### src/hw/rtl/kts_pkg.sv
// Shared types and constants for the topological sort block.
// Holds item structs, command codes, sequencer states and size defaults.
// No dependencies.
package kts_pkg;

  localparam int unsigned KTS_MAX_NODES = 32;
  localparam int unsigned KTS_MAX_EDGES = 64;
  localparam int unsigned RESULT_CAP    = 32;
  localparam int unsigned NODE_W        = 5;
  localparam int unsigned TOTAL_W       = 6;

  typedef enum logic {
    CMD_ADD_EDGE = 1'b0,
    CMD_RUN      = 1'b1
  } kts_cmd_t;

  typedef struct packed {
    kts_cmd_t            command;
    logic [NODE_W-1:0]   producer_node;
    logic [NODE_W-1:0]   consumer_node;
    logic [TOTAL_W-1:0]  node_total;
  } kts_in_t;

  typedef struct packed {
    logic [NODE_W-1:0] order_node;
    logic              has_node;
    logic              last;
    logic              incomplete;
    logic              edge_overflow;
  } kts_out_t;

  // Strobes from the sequencer to the graph store
  typedef struct packed {
    logic node_rd;  // read head, tail and list valid at node address
    logic deg_rd;   // read in-degree at degree address
    logic edge_rd;  // read consumer and next link at edge address
    logic add_wr;   // append one edge to the producer's list
    logic deg_wr;   // write in-degree at degree address
    logic clear;    // drop the whole graph
  } kts_store_ctl_t;

  typedef enum logic [3:0] {
    ST_IDLE,
    ST_ADD,
    ST_SCAN_RD,
    ST_SCAN_CHK,
    ST_POP,
    ST_EMIT,
    ST_HEAD,
    ST_DEG_RD,
    ST_DEG_UPD,
    ST_DONE
  } kts_state_t;

endpackage

### src/hw/rtl/kts_store.sv
// Graph store: per-node list head/tail and in-degree, per-edge consumer and link.
// Uses kts_pkg for the control struct and size defaults.
module kts_store import kts_pkg::*; #(
  parameter int unsigned MAX_NODES = KTS_MAX_NODES,
  parameter int unsigned MAX_EDGES = KTS_MAX_EDGES,
  localparam int unsigned NW = $clog2(MAX_NODES),
  localparam int unsigned EW = $clog2(MAX_EDGES),
  localparam int unsigned FW = $clog2(MAX_EDGES + 1),
  localparam int unsigned DW = $clog2(MAX_EDGES + 1)
) (
  input  logic           clk,
  input  logic           rst_n,
  input  kts_store_ctl_t ctl,
  input  logic [NW-1:0]  node_addr,
  input  logic [NW-1:0]  deg_addr,
  input  logic [EW-1:0]  edge_addr,
  input  logic [DW-1:0]  deg_wdata,
  output logic [EW-1:0]  head_val,
  output logic [EW-1:0]  tail_val,
  output logic           list_val,
  output logic [DW-1:0]  deg_val,
  output logic [NW-1:0]  cons_val,
  output logic [EW-1:0]  next_val,
  output logic           full
);

  logic [EW-1:0] head_mem [MAX_NODES];
  logic [EW-1:0] tail_mem [MAX_NODES];
  logic [DW-1:0] deg_mem  [MAX_NODES];
  logic [NW-1:0] cons_mem [MAX_EDGES];
  logic [EW-1:0] next_mem [MAX_EDGES];

  logic [MAX_NODES-1:0] list_vld_r, list_vld_nxt;
  logic [MAX_NODES-1:0] deg_vld_r, deg_vld_nxt;
  logic [FW-1:0]        fill_r, fill_nxt;
  logic [EW-1:0]        fill_idx;

  logic [EW-1:0] head_rd_r, tail_rd_r, next_rd_r;
  logic          list_vld_rd_r, deg_vld_rd_r;
  logic [DW-1:0] deg_rd_r;
  logic [NW-1:0] cons_rd_r;

  assign fill_idx = fill_r[EW-1:0];

  // Memories: one write and one registered read per array
  always_ff @(posedge clk) begin
    if (ctl.add_wr) begin
      cons_mem[fill_idx]  <= deg_addr;
      tail_mem[node_addr] <= fill_idx;
      if (list_vld_rd_r) begin
        next_mem[tail_rd_r] <= fill_idx;
      end else begin
        head_mem[node_addr] <= fill_idx;
      end
    end
    if (ctl.deg_wr) begin
      deg_mem[deg_addr] <= deg_wdata;
    end
    if (ctl.node_rd) begin
      head_rd_r     <= head_mem[node_addr];
      tail_rd_r     <= tail_mem[node_addr];
      list_vld_rd_r <= list_vld_r[node_addr];
    end
    if (ctl.deg_rd) begin
      deg_rd_r     <= deg_mem[deg_addr];
      deg_vld_rd_r <= deg_vld_r[deg_addr];
    end
    if (ctl.edge_rd) begin
      cons_rd_r <= cons_mem[edge_addr];
      next_rd_r <= next_mem[edge_addr];
    end
  end

  always_comb begin
    list_vld_nxt = list_vld_r;
    deg_vld_nxt  = deg_vld_r;
    fill_nxt     = fill_r;
    if (ctl.add_wr) begin
      list_vld_nxt[node_addr] = 1'b1;
      fill_nxt                = fill_r + FW'(1);
    end
    if (ctl.deg_wr) begin
      deg_vld_nxt[deg_addr] = 1'b1;
    end
    if (ctl.clear) begin
      list_vld_nxt = '0;
      deg_vld_nxt  = '0;
      fill_nxt     = '0;
    end
  end

  always_ff @(posedge clk) begin
    if (!rst_n) begin
      list_vld_r <= '0;
      deg_vld_r  <= '0;
      fill_r     <= '0;
    end else begin
      list_vld_r <= list_vld_nxt;
      deg_vld_r  <= deg_vld_nxt;
      fill_r     <= fill_nxt;
    end
  end

  assign head_val = head_rd_r;
  assign tail_val = tail_rd_r;
  assign list_val = list_vld_rd_r;
  assign deg_val  = deg_vld_rd_r ? deg_rd_r : '0;
  assign cons_val = cons_rd_r;
  assign next_val = next_rd_r;
  assign full     = (fill_r == FW'(MAX_EDGES));

endmodule

### src/hw/rtl/kts_fifo.sv
// Ready queue of nodes whose in-degree has dropped to zero.
// Uses kts_pkg for the default depth; memory with registered read.
module kts_fifo import kts_pkg::*; #(
  parameter int unsigned DEPTH = RESULT_CAP,
  localparam int unsigned AW = $clog2(DEPTH),
  localparam int unsigned PW = $clog2(DEPTH + 1)
) (
  input  logic          clk,
  input  logic          rst_n,
  input  logic          clear,
  input  logic          push,
  input  logic [AW-1:0] push_data,
  input  logic          pop,
  output logic [AW-1:0] rd_data,
  output logic          empty
);

  logic [AW-1:0] mem [DEPTH];
  logic [PW-1:0] wr_r, wr_nxt, rd_r, rd_nxt;
  logic [AW-1:0] rd_data_r;

  always_ff @(posedge clk) begin
    if (push) begin
      mem[wr_r[AW-1:0]] <= push_data;
    end
    if (pop) begin
      rd_data_r <= mem[rd_r[AW-1:0]];
    end
  end

  always_comb begin
    wr_nxt = push ? wr_r + PW'(1) : wr_r;
    rd_nxt = pop  ? rd_r + PW'(1) : rd_r;
    if (clear) begin
      wr_nxt = '0;
      rd_nxt = '0;
    end
  end

  always_ff @(posedge clk) begin
    if (!rst_n) begin
      wr_r <= '0;
      rd_r <= '0;
    end else begin
      wr_r <= wr_nxt;
      rd_r <= rd_nxt;
    end
  end

  assign rd_data = rd_data_r;
  assign empty   = (rd_r == wr_r);

  a_no_push_full: assert property (@(posedge clk) disable iff (!rst_n)
    push |-> (32'(wr_r) < DEPTH))
    else $error("ready queue pushed past its depth");

  a_no_pop_empty: assert property (@(posedge clk) disable iff (!rst_n)
    pop |-> !empty)
    else $error("ready queue popped while empty");

endmodule

### src/hw/rtl/topological_sort_kahn_top.sv
// Topological sort (Kahn) engine: edge loads build per-node consumer lists, a run emits the order.
// Edge load: busy while the append is written (not when the edge is dropped), no result.
// Run: busy through the in-degree scan, then for each popped node its emit and the walk of its edges,
//   all through the single in-degree read/update unit; results trail their node by one pop.
// Results are one-cycle strobes on out_valid that the receiver cannot stall; the final one has last.
// Synchronous active-low reset empties the graph, as does every run. Uses kts_pkg, kts_store, kts_fifo.
module topological_sort_kahn_top import kts_pkg::*; #(
  parameter int unsigned MAX_NODES = KTS_MAX_NODES,
  parameter int unsigned MAX_EDGES = KTS_MAX_EDGES
) (
  input  logic     clk,
  input  logic     rst_n,
  input  logic     start,
  output logic     busy,
  input  kts_in_t  in_item,
  output logic     out_valid,
  output kts_out_t out_item
);

  localparam int unsigned NW   = $clog2(MAX_NODES);
  localparam int unsigned EW   = $clog2(MAX_EDGES);
  localparam int unsigned DW   = $clog2(MAX_EDGES + 1);
  // Usable node count: bounded by both the store and the result count
  localparam int unsigned NCAP = (MAX_NODES < RESULT_CAP) ? MAX_NODES : RESULT_CAP;
  localparam int unsigned NCW  = $clog2(NCAP + 1);
  localparam int unsigned AW   = $clog2(NCAP);

  kts_state_t     state_r, state_nxt;
  kts_store_ctl_t ctl;

  logic [NW-1:0]  prod_r, prod_nxt, cons_r, cons_nxt;
  logic [NCW-1:0] n_r, n_nxt, scan_r, scan_nxt, emit_cnt_r, emit_cnt_nxt;
  logic [EW-1:0]  edge_r, edge_nxt, tail_r, tail_nxt;
  logic           ovf_r, ovf_nxt;
  logic           pend_v_r, pend_v_nxt;
  logic [AW-1:0]  pend_node_r, pend_node_nxt;
  logic           out_valid_r, out_valid_nxt;
  kts_out_t       out_item_r, out_item_nxt;

  logic [NW-1:0]  node_addr, deg_addr;
  logic [EW-1:0]  edge_addr;
  logic [DW-1:0]  deg_wdata, deg_val, deg_step;
  logic           deg_inc;
  logic [EW-1:0]  head_val, tail_val, next_val;
  logic           list_val, store_full;
  logic [NW-1:0]  cons_val;

  logic           fifo_push, fifo_pop, fifo_clear, fifo_empty;
  logic [AW-1:0]  fifo_push_data, fifo_rd_data;

  logic           in_ok;
  logic [NCW-1:0] total_sat;

  kts_store #(
    .MAX_NODES (MAX_NODES),
    .MAX_EDGES (MAX_EDGES)
  ) u_store (
    .clk       (clk),
    .rst_n     (rst_n),
    .ctl       (ctl),
    .node_addr (node_addr),
    .deg_addr  (deg_addr),
    .edge_addr (edge_addr),
    .deg_wdata (deg_wdata),
    .head_val  (head_val),
    .tail_val  (tail_val),
    .list_val  (list_val),
    .deg_val   (deg_val),
    .cons_val  (cons_val),
    .next_val  (next_val),
    .full      (store_full)
  );

  kts_fifo #(
    .DEPTH (NCAP)
  ) u_fifo (
    .clk       (clk),
    .rst_n     (rst_n),
    .clear     (fifo_clear),
    .push      (fifo_push),
    .push_data (fifo_push_data),
    .pop       (fifo_pop),
    .rd_data   (fifo_rd_data),
    .empty     (fifo_empty)
  );

  // Shared in-degree unit: increment on edge load, decrement on edge walk
  assign deg_step = deg_inc ? deg_val + DW'(1) : deg_val - DW'(1);

  // Both endpoints must lie inside the node store; otherwise drop silently
  assign in_ok = (32'(in_item.producer_node) < MAX_NODES) &&
                 (32'(in_item.consumer_node) < MAX_NODES);

  assign total_sat = (32'(in_item.node_total) > NCAP) ? NCW'(NCAP)
                                                      : NCW'(in_item.node_total);

  always_comb begin
    state_nxt      = state_r;
    prod_nxt       = prod_r;
    cons_nxt       = cons_r;
    n_nxt          = n_r;
    scan_nxt       = scan_r;
    emit_cnt_nxt   = emit_cnt_r;
    edge_nxt       = edge_r;
    tail_nxt       = tail_r;
    ovf_nxt        = ovf_r;
    pend_v_nxt     = pend_v_r;
    pend_node_nxt  = pend_node_r;
    out_valid_nxt  = 1'b0;
    out_item_nxt   = out_item_r;

    ctl            = '0;
    node_addr      = prod_r;
    deg_addr       = cons_r;
    edge_addr      = edge_r;
    deg_inc        = 1'b1;
    deg_wdata      = deg_step;
    fifo_push      = 1'b0;
    fifo_push_data = AW'(scan_r);
    fifo_pop       = 1'b0;
    fifo_clear     = 1'b0;

    case (state_r)
      ST_IDLE: begin
        if (start) begin
          if (in_item.command == CMD_RUN) begin
            n_nxt        = total_sat;
            scan_nxt     = '0;
            emit_cnt_nxt = '0;
            state_nxt    = ST_SCAN_RD;
          end else if (in_ok) begin
            if (store_full) begin
              ovf_nxt = 1'b1;
            end else begin
              // Fetch the producer's tail and the consumer's count for the append
              prod_nxt    = NW'(in_item.producer_node);
              cons_nxt    = NW'(in_item.consumer_node);
              node_addr   = NW'(in_item.producer_node);
              deg_addr    = NW'(in_item.consumer_node);
              ctl.node_rd = 1'b1;
              ctl.deg_rd  = 1'b1;
              state_nxt   = ST_ADD;
            end
          end
        end
      end
      ST_ADD: begin
        ctl.add_wr = 1'b1;
        ctl.deg_wr = 1'b1;
        deg_inc    = 1'b1;
        state_nxt  = ST_IDLE;
      end
      ST_SCAN_RD: begin
        if (scan_r == n_r) begin
          state_nxt = ST_POP;
        end else begin
          deg_addr   = NW'(scan_r);
          ctl.deg_rd = 1'b1;
          state_nxt  = ST_SCAN_CHK;
        end
      end
      ST_SCAN_CHK: begin
        // Queue source nodes in index order
        if (deg_val == '0) begin
          fifo_push      = 1'b1;
          fifo_push_data = AW'(scan_r);
        end
        scan_nxt  = scan_r + NCW'(1);
        state_nxt = ST_SCAN_RD;
      end
      ST_POP: begin
        if (fifo_empty) begin
          state_nxt = ST_DONE;
        end else begin
          fifo_pop  = 1'b1;
          state_nxt = ST_EMIT;
        end
      end
      ST_EMIT: begin
        // Release the previous node now that a later one exists; hold this one
        if (pend_v_r) begin
          out_valid_nxt                = 1'b1;
          out_item_nxt.order_node      = NODE_W'(pend_node_r);
          out_item_nxt.has_node        = 1'b1;
          out_item_nxt.last            = 1'b0;
          out_item_nxt.incomplete      = 1'b0;
          out_item_nxt.edge_overflow   = 1'b0;
        end
        pend_v_nxt    = 1'b1;
        pend_node_nxt = fifo_rd_data;
        emit_cnt_nxt  = emit_cnt_r + NCW'(1);
        node_addr     = NW'(fifo_rd_data);
        ctl.node_rd   = 1'b1;
        state_nxt     = ST_HEAD;
      end
      ST_HEAD: begin
        if (!list_val) begin
          state_nxt = ST_POP;
        end else begin
          edge_addr   = head_val;
          edge_nxt    = head_val;
          tail_nxt    = tail_val;
          ctl.edge_rd = 1'b1;
          state_nxt   = ST_DEG_RD;
        end
      end
      ST_DEG_RD: begin
        deg_addr   = cons_val;
        ctl.deg_rd = 1'b1;
        state_nxt  = ST_DEG_UPD;
      end
      ST_DEG_UPD: begin
        deg_addr = cons_val;
        deg_inc  = 1'b0;
        if (deg_val != '0) begin
          ctl.deg_wr = 1'b1;
          // Count reaches zero here: queue the consumer if it is in range
          if ((deg_val == DW'(1)) && (32'(cons_val) < 32'(n_r))) begin
            fifo_push      = 1'b1;
            fifo_push_data = AW'(cons_val);
          end
        end
        // The list ends at the producer's tail entry
        if (edge_r == tail_r) begin
          state_nxt = ST_POP;
        end else begin
          edge_addr   = next_val;
          edge_nxt    = next_val;
          ctl.edge_rd = 1'b1;
          state_nxt   = ST_DEG_RD;
        end
      end
      ST_DONE: begin
        out_valid_nxt              = 1'b1;
        out_item_nxt.order_node    = pend_v_r ? NODE_W'(pend_node_r) : '0;
        out_item_nxt.has_node      = pend_v_r;
        out_item_nxt.last          = 1'b1;
        out_item_nxt.incomplete    = (emit_cnt_r < n_r);
        out_item_nxt.edge_overflow = ovf_r;
        // Drop the graph for the next load
        ctl.clear  = 1'b1;
        fifo_clear = 1'b1;
        ovf_nxt    = 1'b0;
        pend_v_nxt = 1'b0;
        state_nxt  = ST_IDLE;
      end
      default: begin
        state_nxt = ST_IDLE;
      end
    endcase
  end

  always_ff @(posedge clk) begin
    if (!rst_n) begin
      state_r     <= ST_IDLE;
      ovf_r       <= 1'b0;
      pend_v_r    <= 1'b0;
      out_valid_r <= 1'b0;
    end else begin
      state_r     <= state_nxt;
      ovf_r       <= ovf_nxt;
      pend_v_r    <= pend_v_nxt;
      out_valid_r <= out_valid_nxt;
    end
  end

  // Payload and walk registers: no reset needed
  always_ff @(posedge clk) begin
    prod_r      <= prod_nxt;
    cons_r      <= cons_nxt;
    n_r         <= n_nxt;
    scan_r      <= scan_nxt;
    emit_cnt_r  <= emit_cnt_nxt;
    edge_r      <= edge_nxt;
    tail_r      <= tail_nxt;
    pend_node_r <= pend_node_nxt;
    out_item_r  <= out_item_nxt;
  end

  assign busy      = (state_r != ST_IDLE);
  assign out_valid = out_valid_r;
  assign out_item  = out_item_r;

  a_last_ends_run: assert property (@(posedge clk) disable iff (!rst_n)
    (out_valid && out_item.last) |-> (state_r == ST_IDLE))
    else $error("final result shown while the run is still active");

  a_idle_queue_empty: assert property (@(posedge clk) disable iff (!rst_n)
    (state_r == ST_IDLE) |-> fifo_empty)
    else $error("ready queue not empty between runs");

  a_empty_order_is_last: assert property (@(posedge clk) disable iff (!rst_n)
    (out_valid && !out_item.has_node) |-> (out_item.last && (out_item.order_node == '0)))
    else $error("empty-order result is not the final one");

endmodule

### config.mk
export PLATFORM = sky130hd
export DESIGN_NAME = topological_sort_kahn_top
export DESIGN_NICKNAME = d
export VERILOG_FILES = /design/src/hw/rtl/kts_pkg.sv /design/src/hw/rtl/kts_store.sv /design/src/hw/rtl/kts_fifo.sv /design/src/hw/rtl/topological_sort_kahn_top.sv
export SDC_FILE = /design/constraint.sdc
export NUM_CORES = 2
export LEC_CHECK = 0
export BUFFER_PORTS_ARGS = -buffer_cell sky130_fd_sc_hd__buf_4
export CELL_PAD_IN_SITES_DETAIL_PLACEMENT = 1
export CELL_PAD_IN_SITES_GLOBAL_PLACEMENT = 2
export CORE_UTILIZATION = 30
export DETAILED_ROUTE_END_ITERATION = 10
export GPL_ROUTABILITY_DRIVEN = 1
export GPL_TIMING_DRIVEN = 0
export PLACE_DENSITY_LB_ADDON = 0.25
export REMOVE_ABC_BUFFERS = 1
export SYNTH_ARGS = -nofsm -noshare
export SYNTH_HDL_FRONTEND = slang
export SYNTH_HIERARCHICAL = 1
export SYNTH_SLANG_ARGS = --single-unit
### constraint.sdc
create_clock -name clk -period 16.1 [get_ports clk]
set_input_delay 1.61 -clock clk [delete_from_list [all_inputs] [get_ports clk]]
set_output_delay 1.61 -clock clk [all_outputs]
set_load 0.1 [all_outputs]
==> results.yml <==
status:
  outcome: "finished clean"
synth:
  synth_common_cells: "edfxtp_1 (1557), nor2_1 (403), mux4_2 (353)"
  avgSynthCellArea_sq_um: 19.1
  synth_edf_count: 1557
  ys.flop_type: "edfxtp_1"
  synth_top_area_share_pct: 71.7
  synth_area_leader_cell: "edfxtp_1"
  yosysSeqAreaShare_pct: 74.7
  ys_types: 76
  async_flop_share_pct: 0
  syn_area_sq_mm: 0.0652
  synth-seq-cells: 1653
  synth_top_cells_by_area: "edfxtp_1 (72%), mux4_2 (12%), dfxtp_1 (2.9%), nor2_1 (2.3%), a22oi_1 (1.2%)"
  synth.most_common_cell: "edfxtp_1"
  netlist_instances: 3409
  yosys_warnings: 6
critical_path:
  rrSetupSlack_ns: 9.81
  required_ns: 16.51
  crit_chain: "buf_16 -> inv_1 -> ha_1 -> nand2_1 -> nor3_1 -> nor3b_2 -> buf_6 -> mux2_2 -> nand2_1 -> nand2_4 -> buf_16 -> nand3b_1 -> nor3_1"
  worst_setup_path_start_kind: "register"
  crit_arrival_ns: 6.69
  r2r_end: "u_store/head_mem[30][5]"
  criticalPathCategory: "register to register"
  crit_family: "simple AND/OR/NAND/NOR gates"
  reg2regPathDepth: 13
  crit_path_max_incr_delay_ns: 1.21
  r2r-start: "u_store/fill_r[0]"
  crit_fanout: 77
  cp-end-kind: "register"
  crit_buf_inv: 4
  cp_slowest_cell: "nor3_1"
timing:
  period_share_pct: 39.0
  rsz0062_at_grt: "false"
  max_slew.worst_pin.slew_ns: 1.46
  fin_tns_setup_ns: 0
  final-max-slew-violation-count: 0
  worst_hold_slack_ns: 0.465
  max_slew_margin_pct: 2.03
  fmax_ghz: 0.159
  hold_violations: 0
  skew_ns: 0.0318
  setup_viol: 0
  fin_ws_ns: 9.81
  period_minus_slack_ns: 6.29
route:
  vias: 32000
  routed_wl_mm: 164
  drt_iter0_drc: 2598
  postRouteAntennaNets: 0
  post_drt_wl_per_cell_um: 25.4
  drtPass1Iterations: 5
  drc_errors: 0
  vias_per_cell: 4.96
clocking:
  numCtsBuffers: 177
  cts_resized: 0
  ctsHoldBuffers: 0
  insertion_delay_ns: 0.81
  ctsRootBufferMaster: "clkbuf_16"
  post_cts_buffers: 0
  cts_tree: "done"
  clock_path_buffers: 3
  path_clk_slew_ns: 0.06
  clock-sinks: 1653
  ctsHtreeMaxLevel: 4
die:
  pin_count: 31
  fp-row-count: 170
  coreArea_sq_mm: 0.215
  die_x_um: 468
  dieHeight_um: 468
  dieArea_sq_mm: 0.219
  initial_core_util_pct: 30.3
global_route:
  grt_pass1_wl_mm: 239
  antenna_found_initial: 7
  grt_max_degree: 84
  gr-usage-met3_pct: 2.33
  grt_pass1_vias: 33700
  grt.met2_usage_pct: 24.2
  grt_remaining_overflow: 0
  met1_usage_pct: 20.8
  track_usage_pct: 15.0
  grt.busiest_layer: "met2"
place:
  hpwlAfterDp_mm: 101
  portBuffers: 30
  globalplace.congestion: 0.731
  dp_cells: 6128
  post_dp_cell_area_sq_mm: 0.0691
  pre_cts_ws_ns: 9.63
power_and_ir_drop:
  p_comb_share_pct: 13.1
  power.leakage_uw: 0.0229
  clockPowerShare_pct: 39.3
  ir_drop_mv: 0.113
  power_switching_share_pct: 24.9
  p_switching_uw: 2570
  seq_power_share_pct: 47.6
  powerDensity_mw_per_mm2: 138
  p_int_uw: 7750
min_path:
  hold_path_class: "register to register"
  worstHoldEndpoint: "u_store/list_vld_r[15]"
  hold_path_depth: 2
  min_from: "u_store/list_vld_r[15]"
layout:
  final_nets: 3512
  instances_no_fill: 6465
  design_area_sq_mm: 0.0749
  area.growth.synth_to_final_pct: 14.9
  drive_gt1_share_pct: 21.4
flow_run:
  maxCapViolations: 0
cells by family after synthesis:
kind of cell / after synthesis / share of synthesized area (%)
multiplexers: 461 / 14.2
AND/OR/NAND/NOR: 732 / 5.19
flip-flops: 1653 / 74.7
AO/OA/AOI/OAI: 284 / 3.23
adder cells (fa/ha/maj): 21 / 0.403
XOR/XNOR: 44 / 0.591
buffers and inverters: 214 / 1.74
power by group through the flow:
stage	registers (uW)	clock network, uW	logic (uW)
6_report	4910	4050	1350
5_1_grt	4920	4330	1450
4_1_cts	4910	4160	1390
3_5_place_dp	5000	0	1390
3_3_place_gp	5040	0	1500
2_1_floorplan	5000	0	935
layout by cell type, fill, tap and decap left out, types with 24 or more instances in the layout:
cell	instances
clkbuf_16	181
buf_16	28
nor2b_1	29
o22ai_1	24
a22oi_1	100
nand4_1	31
xor2_1	25
mux2_2	35
clkinv_1	31
clkinv_2	26
nand3_1	34
mux2i_1	60
nor2_1	402
nand2_1	81
mux4_2	353
a21oi_1	32
edfxtp_1	1557
nor3_1	41
dfxtp_1	88
buf_4	32
clkbuf_1	53
worst reg2reg max path, cell delays in order, from the launching register on:
cell	delay (ns)
dfxtp_4	0.79
buf_16	0.36
inv_1	0.12
ha_1	0.21
nand2_1	0.08
nor3_1	0.12
nor3b_2	0.44
buf_6	0.22
mux2_2	0.36
nand2_1	0.11
nand2_4	0.39
buf_16	0.42
nand3b_1	1.05
nor3_1	1.21
area by class of cell:
| class | count | area (sq um) |
|---|---|---|
| clock inverter | 83 | 808 |
| multi-input combinational | 1542 | 15600 |
| tap | 2838 | 3550 |
| fill | 21300 | 140000 |
| timing repair buffer | 73 | 1190 |
| inverter | 24 | 91.3 |
| antenna | 1 | 2.50 |
| clock buffer | 251 | 4960 |
| sequential | 1653 | 48700 |
layer usage:
metal	part of all wire [%]	vias up
met5	0.0079	-
met4	2.4	2
met3	3.7	243
met2	48	585
met1	46	17200
li1	-	14000
per-stage QoR:
| stage | power [uW] | util [%] |
|---|---|---|
| after floorplan | 5930 | - |
| after global placement | 6540 | 31.6 |
| after detailed placement | 6400 | 32.1 |
| after CTS | 10500 | 34.8 |
| after global routing | 10700 | 34.8 |
| final | 10300 | 34.8 |
state kept, by name (all words and copies together) (netlist names), 7 cells and up:
register,flops
u_store/deg_mem,224
u_store/tail_mem,192
u_store/list_vld_r,32
u_fifo/mem,160
u_store/fill_r,7
out_item,9
u_store/deg_vld_r,32
u_store/deg_rd_r,7
u_store/cons_mem,320
u_store/head_mem,192
u_store/next_mem,384
how the worst max path moves through the flow:
| stage | start | end | slack, ns | cells after the start |
|---|---|---|---|---|
| after CTS | u_store/fill_r[3] | u_store/head_mem[11][2] | 9.61 | 10 |
| after floorplan | u_store/fill_r[1] | u_store/head_mem[11][0] | 5.64 | 10 |
| after global placement | u_store/fill_r[1] | u_store/head_mem[21][5] | -2.63 | 10 |
| after detailed placement | in_item[16] | u_store/head_mem[6][3] | 9.63 | 9 |
| final | u_store/fill_r[0] | u_store/head_mem[30][5] | 9.81 | 13 |
| after global routing | u_store/fill_r[0] | u_store/head_mem[25][2] | 9.37 | 13 |
Note: power is estimated with default switching activity, not from simulation.
